==> src/rtl/mfpp_pkg.sv <==
// Shared constants and the index-use function of the motion-capture frame packet parser.
// Depends on nothing; used by mfpp_walker, the parser unit and the testbench.
package mfpp_pkg;

    localparam logic [5:0] PH_IDLE   = 6'd63;
    localparam logic [5:0] CODE_ERR  = 6'd37;
    localparam logic [5:0] CODE_PRM  = 6'd35;
    localparam logic [5:0] CODE_END  = 6'd36;
    localparam logic [7:0] MODEL_UPDATE_MASK = 8'h02;
    localparam logic [7:0] DEVICE_MINOR = 8'd11;
    localparam int         QDEPTH    = 4;
    localparam logic [1:0] REG_MAJOR = 2'd0;
    localparam logic [1:0] REG_MINOR = 2'd1;

    // Index use per code: bits 1:0 loop indices used, bit 2 word index used
    function automatic logic [2:0] index_use(input logic [5:0] code);
        logic [2:0] u;
        u = 3'd0;
        case (code)
            6'd2, 6'd3, 6'd9, 6'd11, 6'd12, 6'd17, 6'd18,
            6'd20, 6'd21, 6'd25, 6'd26: u = 3'd1;
            6'd14, 6'd22, 6'd27:        u = 3'd2;
            6'd23, 6'd28:               u = 3'd3;
            6'd4, 6'd13:                u = 3'd6;
            6'd6, 6'd8, 6'd16:          u = 3'd5;
            6'd30:                      u = 3'd4;
            default:                    u = 3'd0;
        endcase
        return u;
    endfunction

endpackage

==> src/rtl/mfpp_walker.sv <==
// Layout walker: tracks the parse phase, byte collection, loop counters and
// builds one result per completed field. Depends on mfpp_pkg.
module mfpp_walker #(
    parameter int INDEX_WIDTH = 16
) (
    input  logic        i_clk,
    input  logic        i_rst_n,
    input  logic [7:0]  i_major,
    input  logic [7:0]  i_minor,
    input  logic        i_valid,
    input  logic [7:0]  i_byte,
    input  logic        i_start,
    output logic        o_res_valid,
    output logic [5:0]  o_code,
    output logic [63:0] o_value,
    output logic [15:0] o_outer,
    output logic [15:0] o_inner,
    output logic [15:0] o_item,
    output logic [3:0]  o_word,
    output logic        o_end,
    output logic        o_models
);
    localparam int CW = INDEX_WIDTH + 1;

    logic [5:0]    r_phase, n_phase;
    logic [3:0]    r_pos, n_pos;
    logic [63:0]   r_acc, n_acc;
    logic [CW-1:0] r_ocnt, n_ocnt, r_icnt, n_icnt, r_tcnt, n_tcnt;
    logic [CW-1:0] r_lp0, n_lp0, r_lp1, n_lp1, r_lp2, n_lp2;
    logic [3:0]    r_word, n_word;

    logic          al1, al3, al6, al7, al9, al11, maj3;
    logic [3:0]    flen;
    logic [63:0]   v;
    logic [31:0]   cnt;
    logic          cnt_ok;
    logic [CW-1:0] cntn, lp0i, lp1i, lp2i;
    logic [2:0]    use_bits;
    logic [5:0]    nx_bodies, nx_skel, nx_lab, nx_plates, nx_dev;

    function automatic logic ge(input logic [7:0] mj, input logic [7:0] mn,
                                input logic [7:0] b);
        return (mj > 8'd2) || (mj == 8'd2 && mn >= b);
    endfunction

    always_comb begin
        al1  = ge(i_major, i_minor, 8'd1);
        al3  = ge(i_major, i_minor, 8'd3);
        al6  = ge(i_major, i_minor, 8'd6);
        al7  = ge(i_major, i_minor, 8'd7);
        al9  = ge(i_major, i_minor, 8'd9);
        al11 = ge(i_major, i_minor, mfpp_pkg::DEVICE_MINOR);
        maj3 = i_major >= 8'd3;
        nx_dev    = maj3 ? 6'd30 : 6'd29;
        nx_plates = al11 ? 6'd24 : nx_dev;
        nx_lab    = al9 ? 6'd19 : nx_plates;
        nx_skel   = al3 ? 6'd15 : nx_lab;
        nx_bodies = al1 ? 6'd10 : nx_skel;
    end

    // Field length of the current phase
    always_comb begin
        case (r_phase)
            6'd2:                          flen = 4'd1;
            6'd9, 6'd14, 6'd17, 6'd35:     flen = 4'd2;
            6'd31:                         flen = al7 ? 4'd8 : 4'd4;
            6'd32, 6'd33, 6'd34:           flen = 4'd8;
            default:                       flen = 4'd4;
        endcase
    end

    always_comb begin
        v = r_acc | ({56'd0, i_byte} << {r_pos[2:0], 3'b000});
        cnt = v[31] ? 32'd0 : v[31:0];
        cnt_ok = (cnt >> INDEX_WIDTH) == 32'd0 ||
                 cnt == (32'd1 << INDEX_WIDTH);
        cntn = CW'(cnt);
        lp0i = r_lp0 + 1'b1;
        lp1i = r_lp1 + 1'b1;
        lp2i = r_lp2 + 1'b1;
        use_bits = mfpp_pkg::index_use(r_phase);
    end

    always_comb begin
        n_phase = r_phase; n_pos = r_pos; n_acc = r_acc; n_word = r_word;
        n_ocnt = r_ocnt; n_icnt = r_icnt; n_tcnt = r_tcnt;
        n_lp0 = r_lp0; n_lp1 = r_lp1; n_lp2 = r_lp2;
        o_res_valid = 1'b0;
        o_code = r_phase; o_value = v;
        o_outer = '0; o_inner = '0; o_item = '0; o_word = '0;
        o_end = 1'b0; o_models = 1'b0;
        if (i_valid && i_start) begin
            n_phase = 6'd0; n_word = '0; n_pos = 4'd1; n_acc = {56'd0, i_byte};
            n_ocnt = '0; n_icnt = '0; n_tcnt = '0;
            n_lp0 = '0; n_lp1 = '0; n_lp2 = '0;
            if (r_phase != mfpp_pkg::PH_IDLE) begin
                o_res_valid = 1'b1; o_code = mfpp_pkg::CODE_ERR;
                o_value = '0; o_end = 1'b1;
            end
        end else if (i_valid && r_phase != mfpp_pkg::PH_IDLE) begin
            n_acc = v; n_pos = r_pos + 4'd1;
            if (n_pos >= flen) begin
                n_acc = '0; n_pos = '0;
                o_res_valid = 1'b1;
                if (use_bits[1:0] >= 2'd1) o_outer = 16'(r_lp0);
                if (use_bits[1:0] >= 2'd2) o_inner = 16'(r_lp1);
                if (use_bits[1:0] == 2'd3) o_item  = 16'(r_lp2);
                if (use_bits[2]) o_word = r_word;
                o_end = r_phase == mfpp_pkg::CODE_END;
                o_models = r_phase == mfpp_pkg::CODE_PRM &&
                           (v[7:0] & mfpp_pkg::MODEL_UPDATE_MASK) != 8'd0;
                case (r_phase)
                    6'd0: n_phase = 6'd1;
                    6'd1, 6'd5, 6'd7, 6'd10, 6'd15, 6'd19, 6'd24: begin
                        n_ocnt = cntn; n_lp0 = '0;
                        if (cntn == '0) begin
                            case (r_phase)
                                6'd1:  n_phase = 6'd5;
                                6'd5:  n_phase = 6'd7;
                                6'd7:  n_phase = nx_bodies;
                                6'd10: n_phase = nx_skel;
                                6'd15: n_phase = nx_lab;
                                6'd19: n_phase = nx_plates;
                                default: n_phase = nx_dev;
                            endcase
                        end else begin
                            case (r_phase)
                                6'd1:  n_phase = 6'd2;
                                6'd5:  n_phase = 6'd6;
                                default: n_phase = r_phase + 6'd1;
                            endcase
                        end
                    end
                    6'd2: if (v == 64'd0) n_phase = 6'd3;
                    6'd3, 6'd12, 6'd21, 6'd26: begin
                        n_icnt = cntn; n_lp1 = '0;
                        if (cntn == '0) begin
                            n_lp0 = lp0i;
                            case (r_phase)
                                6'd3:  n_phase = lp0i >= r_ocnt ? 6'd5 : 6'd2;
                                6'd12: n_phase = lp0i >= r_ocnt ? nx_skel : 6'd11;
                                6'd21: n_phase = lp0i >= r_ocnt ? nx_plates : 6'd20;
                                default: n_phase = lp0i >= r_ocnt ? nx_dev : 6'd25;
                            endcase
                        end else n_phase = r_phase + 6'd1;
                    end
                    6'd4: begin
                        n_word = r_word + 4'd1;
                        if (n_word >= 4'd3) begin
                            n_word = '0; n_lp1 = lp1i;
                            if (lp1i >= r_icnt) begin
                                n_lp0 = lp0i;
                                n_phase = lp0i >= r_ocnt ? 6'd5 : 6'd2;
                            end
                        end
                    end
                    6'd6: begin
                        n_word = r_word + 4'd1;
                        if (n_word >= 4'd3) begin
                            n_word = '0; n_lp0 = lp0i;
                            if (lp0i >= r_ocnt) n_phase = 6'd7;
                        end
                    end
                    6'd8, 6'd13: begin
                        n_word = r_word + 4'd1;
                        if (n_word >= ((i_major >= 8'd2) ? 4'd9 : 4'd8)) begin
                            n_word = '0;
                            if (al6) n_phase = r_phase + 6'd1;
                            else if (r_phase == 6'd8) begin
                                n_lp0 = lp0i;
                                n_phase = lp0i >= r_ocnt ? nx_bodies : 6'd8;
                            end else begin
                                n_lp1 = lp1i;
                                if (lp1i >= r_icnt) begin
                                    n_lp0 = lp0i;
                                    n_phase = lp0i >= r_ocnt ? nx_skel : 6'd11;
                                end
                            end
                        end
                    end
                    6'd9: begin
                        n_lp0 = lp0i; n_phase = lp0i >= r_ocnt ? nx_bodies : 6'd8;
                    end
                    6'd14: begin
                        n_lp1 = lp1i;
                        if (lp1i >= r_icnt) begin
                            n_lp0 = lp0i;
                            n_phase = lp0i >= r_ocnt ? nx_skel : 6'd11;
                        end else n_phase = 6'd13;
                    end
                    6'd11, 6'd20, 6'd25, 6'd29: n_phase = r_phase + 6'd1;
                    6'd16: begin
                        n_word = r_word + 4'd1;
                        if (n_word >= 4'd5) begin
                            n_word = '0;
                            if (al6) n_phase = 6'd17;
                            else if (maj3) n_phase = 6'd18;
                            else begin
                                n_lp0 = lp0i;
                                n_phase = lp0i >= r_ocnt ? nx_lab : 6'd16;
                            end
                        end
                    end
                    6'd17, 6'd18: begin
                        if (r_phase == 6'd17 && maj3) n_phase = 6'd18;
                        else begin
                            n_lp0 = lp0i;
                            n_phase = lp0i >= r_ocnt ? nx_lab : 6'd16;
                        end
                    end
                    6'd22, 6'd27: begin
                        n_tcnt = cntn; n_lp2 = '0;
                        if (cntn == '0) begin
                            n_lp1 = lp1i;
                            if (lp1i >= r_icnt) begin
                                n_lp0 = lp0i;
                                if (lp0i >= r_ocnt)
                                    n_phase = r_phase == 6'd22 ? nx_plates : nx_dev;
                                else n_phase = r_phase - 6'd2;
                            end
                        end else n_phase = r_phase + 6'd1;
                    end
                    6'd23, 6'd28: begin
                        n_lp2 = lp2i;
                        if (lp2i >= r_tcnt) begin
                            n_lp1 = lp1i;
                            if (lp1i >= r_icnt) begin
                                n_lp0 = lp0i;
                                if (lp0i >= r_ocnt)
                                    n_phase = r_phase == 6'd23 ? nx_plates : nx_dev;
                                else n_phase = r_phase - 6'd3;
                            end else n_phase = r_phase - 6'd1;
                        end
                    end
                    6'd30: begin
                        if (r_word == 4'd0) n_word = 4'd1;
                        else begin n_word = '0; n_phase = 6'd31; end
                    end
                    6'd31: n_phase = maj3 ? 6'd32 : 6'd35;
                    6'd32, 6'd33, 6'd34, 6'd35: n_phase = r_phase + 6'd1;
                    default: n_phase = mfpp_pkg::PH_IDLE;
                endcase
                // word is cleared on every phase change
                if (n_phase != r_phase) n_word = '0;
                // oversized count turns the result into an error
                if ((r_phase == 6'd1 || r_phase == 6'd3 || r_phase == 6'd5 ||
                     r_phase == 6'd7 || r_phase == 6'd10 || r_phase == 6'd12 ||
                     r_phase == 6'd15 || r_phase == 6'd19 || r_phase == 6'd21 ||
                     r_phase == 6'd22 || r_phase == 6'd24 || r_phase == 6'd26 ||
                     r_phase == 6'd27) && !cnt_ok) begin
                    n_phase = mfpp_pkg::PH_IDLE; n_word = '0;
                    n_ocnt = r_ocnt; n_icnt = r_icnt; n_tcnt = r_tcnt;
                    n_lp0 = r_lp0; n_lp1 = r_lp1; n_lp2 = r_lp2;
                    o_code = mfpp_pkg::CODE_ERR; o_end = 1'b1;
                    o_outer = '0; o_inner = '0; o_item = '0; o_word = '0;
                end
            end
        end
    end

    always_ff @(posedge i_clk) begin
        if (!i_rst_n) begin
            r_phase <= mfpp_pkg::PH_IDLE; r_pos <= '0; r_acc <= '0; r_word <= '0;
            r_ocnt <= '0; r_icnt <= '0; r_tcnt <= '0;
            r_lp0 <= '0; r_lp1 <= '0; r_lp2 <= '0;
        end else begin
            r_phase <= n_phase; r_pos <= n_pos; r_acc <= n_acc; r_word <= n_word;
            r_ocnt <= n_ocnt; r_icnt <= n_icnt; r_tcnt <= n_tcnt;
            r_lp0 <= n_lp0; r_lp1 <= n_lp1; r_lp2 <= n_lp2;
        end
    end
endmodule

==> src/rtl/mfpp_resq.sv <==
// Result queue between the walker and the result port.
// Depends on nothing but its width and depth parameters.
module mfpp_resq #(
    parameter int W = 8,
    parameter int DEPTH = 4
) (
    input  logic         i_clk,
    input  logic         i_rst_n,
    input  logic         i_push,
    input  logic [W-1:0] i_data,
    input  logic         i_pop,
    output logic         o_empty,
    output logic         o_almost_full,
    output logic [W-1:0] o_data
);
    localparam int AW = $clog2(DEPTH);
    logic [W-1:0] r_mem [DEPTH];
    logic [AW-1:0] r_wp, r_rp;
    logic [AW:0]   r_cnt;
    logic          do_pop;

    assign o_empty = r_cnt == '0;
    // one slot kept back so an item accepted now can still land
    assign o_almost_full = r_cnt >= (AW+1)'(DEPTH - 1);
    assign do_pop = i_pop && !o_empty;
    assign o_data = r_mem[r_rp];

    always_ff @(posedge i_clk) begin
        if (i_push) r_mem[r_wp] <= i_data;
    end

    always_ff @(posedge i_clk) begin
        if (!i_rst_n) begin
            r_wp <= '0; r_rp <= '0; r_cnt <= '0;
        end else begin
            if (i_push) r_wp <= (r_wp == AW'(DEPTH-1)) ? '0 : r_wp + 1'b1;
            if (do_pop) r_rp <= (r_rp == AW'(DEPTH-1)) ? '0 : r_rp + 1'b1;
            r_cnt <= r_cnt + (AW+1)'(i_push) - (AW+1)'(do_pop);
        end
    end
endmodule

==> src/rtl/mocap_frame_packet_parser_unit.sv <==
// Motion-capture frame packet parser: one payload byte per cycle in while
// full is low, one tagged field result per completed field out.
// Input is a queue-style push/full channel; results leave through empty/pop.
// Configuration (version major at 0x0, minor at 0x4) through an APB-style port.
// Bytes are taken whenever full is low: one per cycle while results are popped.
// A result shows on the result ports once it heads the result queue.
// Each result is written into a four-entry queue; full rises when only one
// slot remains, so a stalled receiver holds the input back without loss.
// Reset puts the parser in idle awaiting a frame start byte, clears the queue
// and sets version 3.0. Bytes while idle without frame_start are dropped.
// Depends on mfpp_pkg, mfpp_walker, mfpp_resq.
module mocap_frame_packet_parser_unit #(
    parameter int INDEX_WIDTH = 16
) (
    input  logic        i_clk,
    input  logic        i_rst_n,
    input  logic        i_push,
    output logic        o_full,
    input  logic [7:0]  i_data_byte,
    input  logic        i_frame_start,
    output logic        o_empty,
    input  logic        i_pop,
    output logic [5:0]  o_field_code,
    output logic [63:0] o_field_value,
    output logic [15:0] o_outer_index,
    output logic [15:0] o_inner_index,
    output logic [15:0] o_item_index,
    output logic [3:0]  o_word_index,
    output logic        o_frame_end,
    output logic        o_model_update,
    input  logic        psel,
    input  logic        penable,
    input  logic        pwrite,
    input  logic [2:0]  paddr,
    input  logic [31:0] pwdata,
    output logic [31:0] prdata,
    output logic        pready
);
    localparam int RW = 6 + 64 + 16*3 + 4 + 2;

    logic [7:0] r_major, r_minor;
    logic       acc, res_v, ct, mc, fe;
    logic [5:0] code;
    logic [63:0] val;
    logic [15:0] oi, ii, ti;
    logic [3:0]  wi;
    logic [RW-1:0] qout;

    assign pready = 1'b1;
    assign acc = i_push && !o_full;

    // configuration registers
    always_ff @(posedge i_clk) begin
        if (!i_rst_n) begin
            r_major <= 8'd3; r_minor <= 8'd0;
        end else if (psel && penable && pwrite) begin
            if (paddr[2] == mfpp_pkg::REG_MINOR[0]) r_minor <= pwdata[7:0];
            else r_major <= pwdata[7:0];
        end
    end
    assign ct = paddr[2] == mfpp_pkg::REG_MAJOR[0];
    assign prdata = {24'd0, ct ? r_major : r_minor};

    mfpp_walker #(.INDEX_WIDTH(INDEX_WIDTH)) u_walk (
        .i_clk, .i_rst_n, .i_major(r_major), .i_minor(r_minor),
        .i_valid(acc), .i_byte(i_data_byte), .i_start(i_frame_start),
        .o_res_valid(res_v), .o_code(code), .o_value(val), .o_outer(oi),
        .o_inner(ii), .o_item(ti), .o_word(wi), .o_end(fe), .o_models(mc)
    );

    mfpp_resq #(.W(RW), .DEPTH(mfpp_pkg::QDEPTH)) u_q (
        .i_clk, .i_rst_n, .i_push(res_v),
        .i_data({code, val, oi, ii, ti, wi, fe, mc}),
        .i_pop, .o_empty, .o_almost_full(o_full), .o_data(qout)
    );

    assign {o_field_code, o_field_value, o_outer_index, o_inner_index,
            o_item_index, o_word_index, o_frame_end, o_model_update} = qout;
endmodule

==> config.mk <==
export PLATFORM = sky130hd
export DESIGN_NAME = mocap_frame_packet_parser_unit
export DESIGN_NICKNAME = d
export VERILOG_FILES = /design/src/rtl/mfpp_pkg.sv /design/src/rtl/mfpp_walker.sv /design/src/rtl/mfpp_resq.sv /design/src/rtl/mocap_frame_packet_parser_unit.sv
export SDC_FILE = /design/constraint.sdc
export NUM_CORES = 1
export LEC_CHECK = 0
export BUFFER_PORTS_ARGS = -buffer_cell sky130_fd_sc_hd__buf_4
export CAP_MARGIN = 25
export CORE_UTILIZATION = 45
export DETAILED_ROUTE_END_ITERATION = 8
export HOLD_SLACK_MARGIN = 0.15
export PLACE_DENSITY_LB_ADDON = 0.12
export SLEW_MARGIN = 20
export SYNTH_ARGS = -nofsm -noshare
export SYNTH_HDL_FRONTEND = slang
export SYNTH_SLANG_ARGS = --single-unit
==> constraint.sdc <==
create_clock -name i_clk -period 10.38 [get_ports i_clk]
set_input_delay 2.076 -clock i_clk [delete_from_list [all_inputs] [get_ports i_clk]]
set_output_delay 2.076 -clock i_clk [all_outputs]
set_load 0.005 [all_outputs]
==> impl_metrics.csv <==
group,metric,value,unit
power_and_ir_drop,power_leakage,13.14,nW
sta,clock.fmax,151.8,MHz
place,numPortBuffers,158,
logic_synthesis,synth_edf_count,496,
logic_synthesis,synth_top_family_by_area,"simple AND/OR/NAND/NOR gates",
clock_network,post_cts_buffers,0,
finish,area_growth,14.35,%
floorplanning,dieArea,73730,um2
critical_path,arrival,7.14,ns
clock_network,cts_buffer_depth,3,
place,place.detailed.hpwl,59.53,mm
critical_path,r2r_slack,3.79,ns
drt,drt-total-wl,89.35,mm
critical_path,r2r_cells,24,
clock_network,cts.sinks,704,
drt,met3WireLength,4.961,mm
sta,setup_viol,0,
global_route,grt.overflow.total,0,
logic_synthesis,seq_area_frac_synth,58.30,%
drt,dr.pass1.iters,6,
logic_synthesis,synth_area_leader_cell,"edfxtp_1",
clock_network,ctsHoldBuffers,0,
job,maxCapViolCount,0,
finish,final_cell_count_no_fill,3783,
logic_synthesis,yosys-mux-area-fraction,10.70,%
logic_synthesis,synth_top_area_share,45.56,%
logic_synthesis,synth_area_per_cell,12.35,um2
drt,vias,22210,
hold_path,whs_path_depth,2,
place,placedCellCount,3640,
logic_synthesis,synthSimpleGateAreaFrac,12.86,%
logic_synthesis,async_reset_ff_share,0,%
clock_network,path_clk_slew,0.06,ns
sta,worst_slew_pin_slew,1.194,ns
sta,finalClockSkew,0.02494,ns
logic_synthesis,synthCells,2648,
floorplanning,die_w,271.5,um
clock_network,cts_resized,0,
clock_network,htree_levels,3,
drt,drc,0,
sta,grt_setup_unrepaired,"no",
logic_synthesis,ys_types,93,
clock_network,cts_root_buf,"clkbuf_16",
drt,wl_per_cell,23.62,um
logic_synthesis,synth.most_common_cell,"edfxtp_1",
logic_synthesis,synth_xor_area_share,1.715,%
critical_path,crit_path_end_kind,"flip-flop",
floorplanning,die_height,271.5,um
logic_synthesis,synth_compound_area_share,9.599,%
run_status,status,"finished, final reports clean",
drt,top_layer,"met5",
sta,hold_viol_final,0,
power_and_ir_drop,power_density,202.8,nW/um2
logic_synthesis,synth-seq-cells,704,
hold_path,hold_path_end,"r_major[7]$_SDFFE_PN0P_",
place,place_area,34790,um2
global_route,grt_usage,24.01,%
sta,min_period,6.588,ns
floorplanning,initial_core_util,45.57,%
clock_network,tritoncts,"built",
finish,nFillCells,6097,
floorplanning,ios,210,
drt,avgViaCountPerCell,5.871,
floorplanning,placementRows,98,
drt,met2WireLength,42.06,mm
logic_synthesis,synthAdderAreaFrac,3.314,%
clock_network,clkLatencyLatePin,0.63,ns
finish,antenna_cells,0,
drt,ant_nets,0,
logic_synthesis,synth_area_leaders,"edfxtp_1, dfxtp_1, mux4_2",
critical_path,cp-start-kind,"flip-flop",
critical_path,crit_type,"flip-flop to flip-flop",
global_route,grt_max_degree,125,
finish,final_core_util,52.11,%
critical_path,r2r_start,"u_walk.r_lp1[0]$_SDFFE_PP0P_",
finish,finalNetCount,2907,
drt,met1_length,39.25,mm
power_and_ir_drop,peakVddDrop,0.1171,mV
logic_synthesis,ys.flop_type,"edfxtp_1",
place,place.gp.congestion,0.9670,
critical_path,crit_fanout,18,
logic_synthesis,synth_warnings,0,
floorplanning,coreArea,71730,um2
critical_path,required,10.94,ns
sta,maxSlewHeadroom,20.20,%
global_route,antenna_found_initial,2,
global_route,grt_pass1_vias,21740,
logic_synthesis,syn_area,32690,um2
clock_network,numCtsBuffers,77,
drt,drtIter0Drc,1936,
sta,drv_slew,0,
finish,fin_area,37380,um2
hold_path,hp-class,"flip-flop to flip-flop",
sta,setup_tns,0,ns
global_route,grt_pass1_wl,134.5,mm
finish,final_layout_size_suffix_gt1_share,17.40,%
hold_path,hp-start,"r_major[7]$_SDFFE_PN0P_",
logic_synthesis,synth_commonest_cells,"edfxtp_1, nor2_1, dfxtp_1, a21oi_1, nand2_1",
sta,period_share,63.47,%
[registers in the layout, summed over array words and instances, names as in the netlist, 3 cells and up, named ones only]
signal,cells
u_walk.r_word,4
u_walk.r_lp1,17
r_major,8
u_walk.r_icnt,17
u_walk.r_phase,6
u_walk.r_lp2,17
u_q.r_cnt,3
u_q.r_mem,496
r_minor,8
u_walk.r_ocnt,17
u_walk.r_tcnt,17
u_walk.r_pos,4
u_walk.r_acc,64
u_walk.r_lp0,17
[placed cells by master, fill, tap and decap left out, types with 12 or more instances in the layout]
cell type	Yosys	final
edfxtp_1	496	496
a21oi_1	194	194
nor2_1	319	316
a21boi_0	20	20
ha_1	85	85
nand2b_1	21	21
and3_1	74	74
a21o_1	13	13
clkbuf_16	0	79
nand3b_1	37	37
clkinv_1	1	12
nand4_1	22	22
a211oi_1	14	14
nor3_1	34	34
nor2b_1	30	26
a22oi_1	13	13
nor4_1	25	25
nand3_1	55	54
xnor2_1	27	27
xor2_1	37	37
a31oi_1	28	27
mux4_2	124	124
clkbuf_1	113	19
buf_4	29	200
o21ai_0	72	72
dfxtp_1	208	206
and2_1	44	43
o211ai_1	25	25
mux2i_1	58	58
inv_1	77	77
nand2_1	130	129
conb_1	2	25
[worst max-delay path, cell delays in order (launching register included)]
cell	delay, ns
dfxtp_1	0.57
ha_1	0.29
and3_1	0.26
and3_1	0.25
and3_1	0.27
and3_1	0.27
nand3_1	0.19
nor2_1	0.18
xor2_1	0.21
ha_1	0.29
a21oi_1	0.14
o21ai_0	0.12
a21oi_1	0.17
o211a_1	0.69
o311ai_1	0.22
nor4b_1	0.81
nand3_1	0.16
o211ai_1	0.26
nand2_1	0.25
inv_1	0.13
ha_1	0.22
inv_1	0.07
a211o_1	0.22
a31oi_1	0.13
a31o_1	0.13
[report_power, final]
part	switching, W	internal (W)
Sequential	0.0000965	0.00316
Clock	0.00113	0.00162
Combinational	0.000889	0.000682
[logic make-up after synthesis]
family,Yosys count
simple gates,841
flops,704
compound gates,493
buf+inv,265
mux,193
fa+ha+maj,86
xor+xnor,64
other cells,2
[stage by stage]
stage	setup WS, ns	hold slack, ns	total power [W]
after floorplan	0.9245	0.4511	0.004224
after CTS	3.867	0.4846	0.007664
after global routing	3.262	0.5123	0.007877
after detailed placement	3.446	0.4771	0.004905
after global placement	3.520	0.4687	0.004883
final	3.792	0.4821	0.007581
[metal layers]
metal / up-vias / global-route usage (%)
met5: - / 0
met4: 4 / 9.373
met3: 144 / 3.848
met2: 697 / 38.22
met1: 11200 / 33.00
li1: 10160 / -
[worst max path at each step]
| stage | startpoint | to | slack [ns] | depth (start not counted) |
|---|---|---|---|---|
| detailed placement | i_data_byte[3] | flip-flop | 3.45 | 17 |
| global placement | i_data_byte[3] | flip-flop | 3.52 | 17 |
| CTS | u_walk.r_lp1[0]$_SDFFE_PP0P_ | flip-flop | 3.87 | 24 |
| floorplan | i_push | u_q.r_mem[0][0]$_DFFE_PP_ | 0.92 | 7 |
| global route | u_walk.r_lp1[0]$_SDFFE_PP0P_ | flip-flop | 3.26 | 24 |
| finish | u_walk.r_lp1[0]$_SDFFE_PP0P_ | flip-flop | 3.79 | 24 |
[layout make-up]
type	count	area (um2)	share of cell area (%)
clock buffers	103	2117	5.663
repair buffers	205	1600	4.281
well taps	950	1189	3.180
flip-flops and latches	704	19070	51.00
multi-input cells	1702	12650	33.85
inverters	80	300.3	0.8033
clock inverters	39	455.4	1.218
Power figures use the tool's default switching activity.
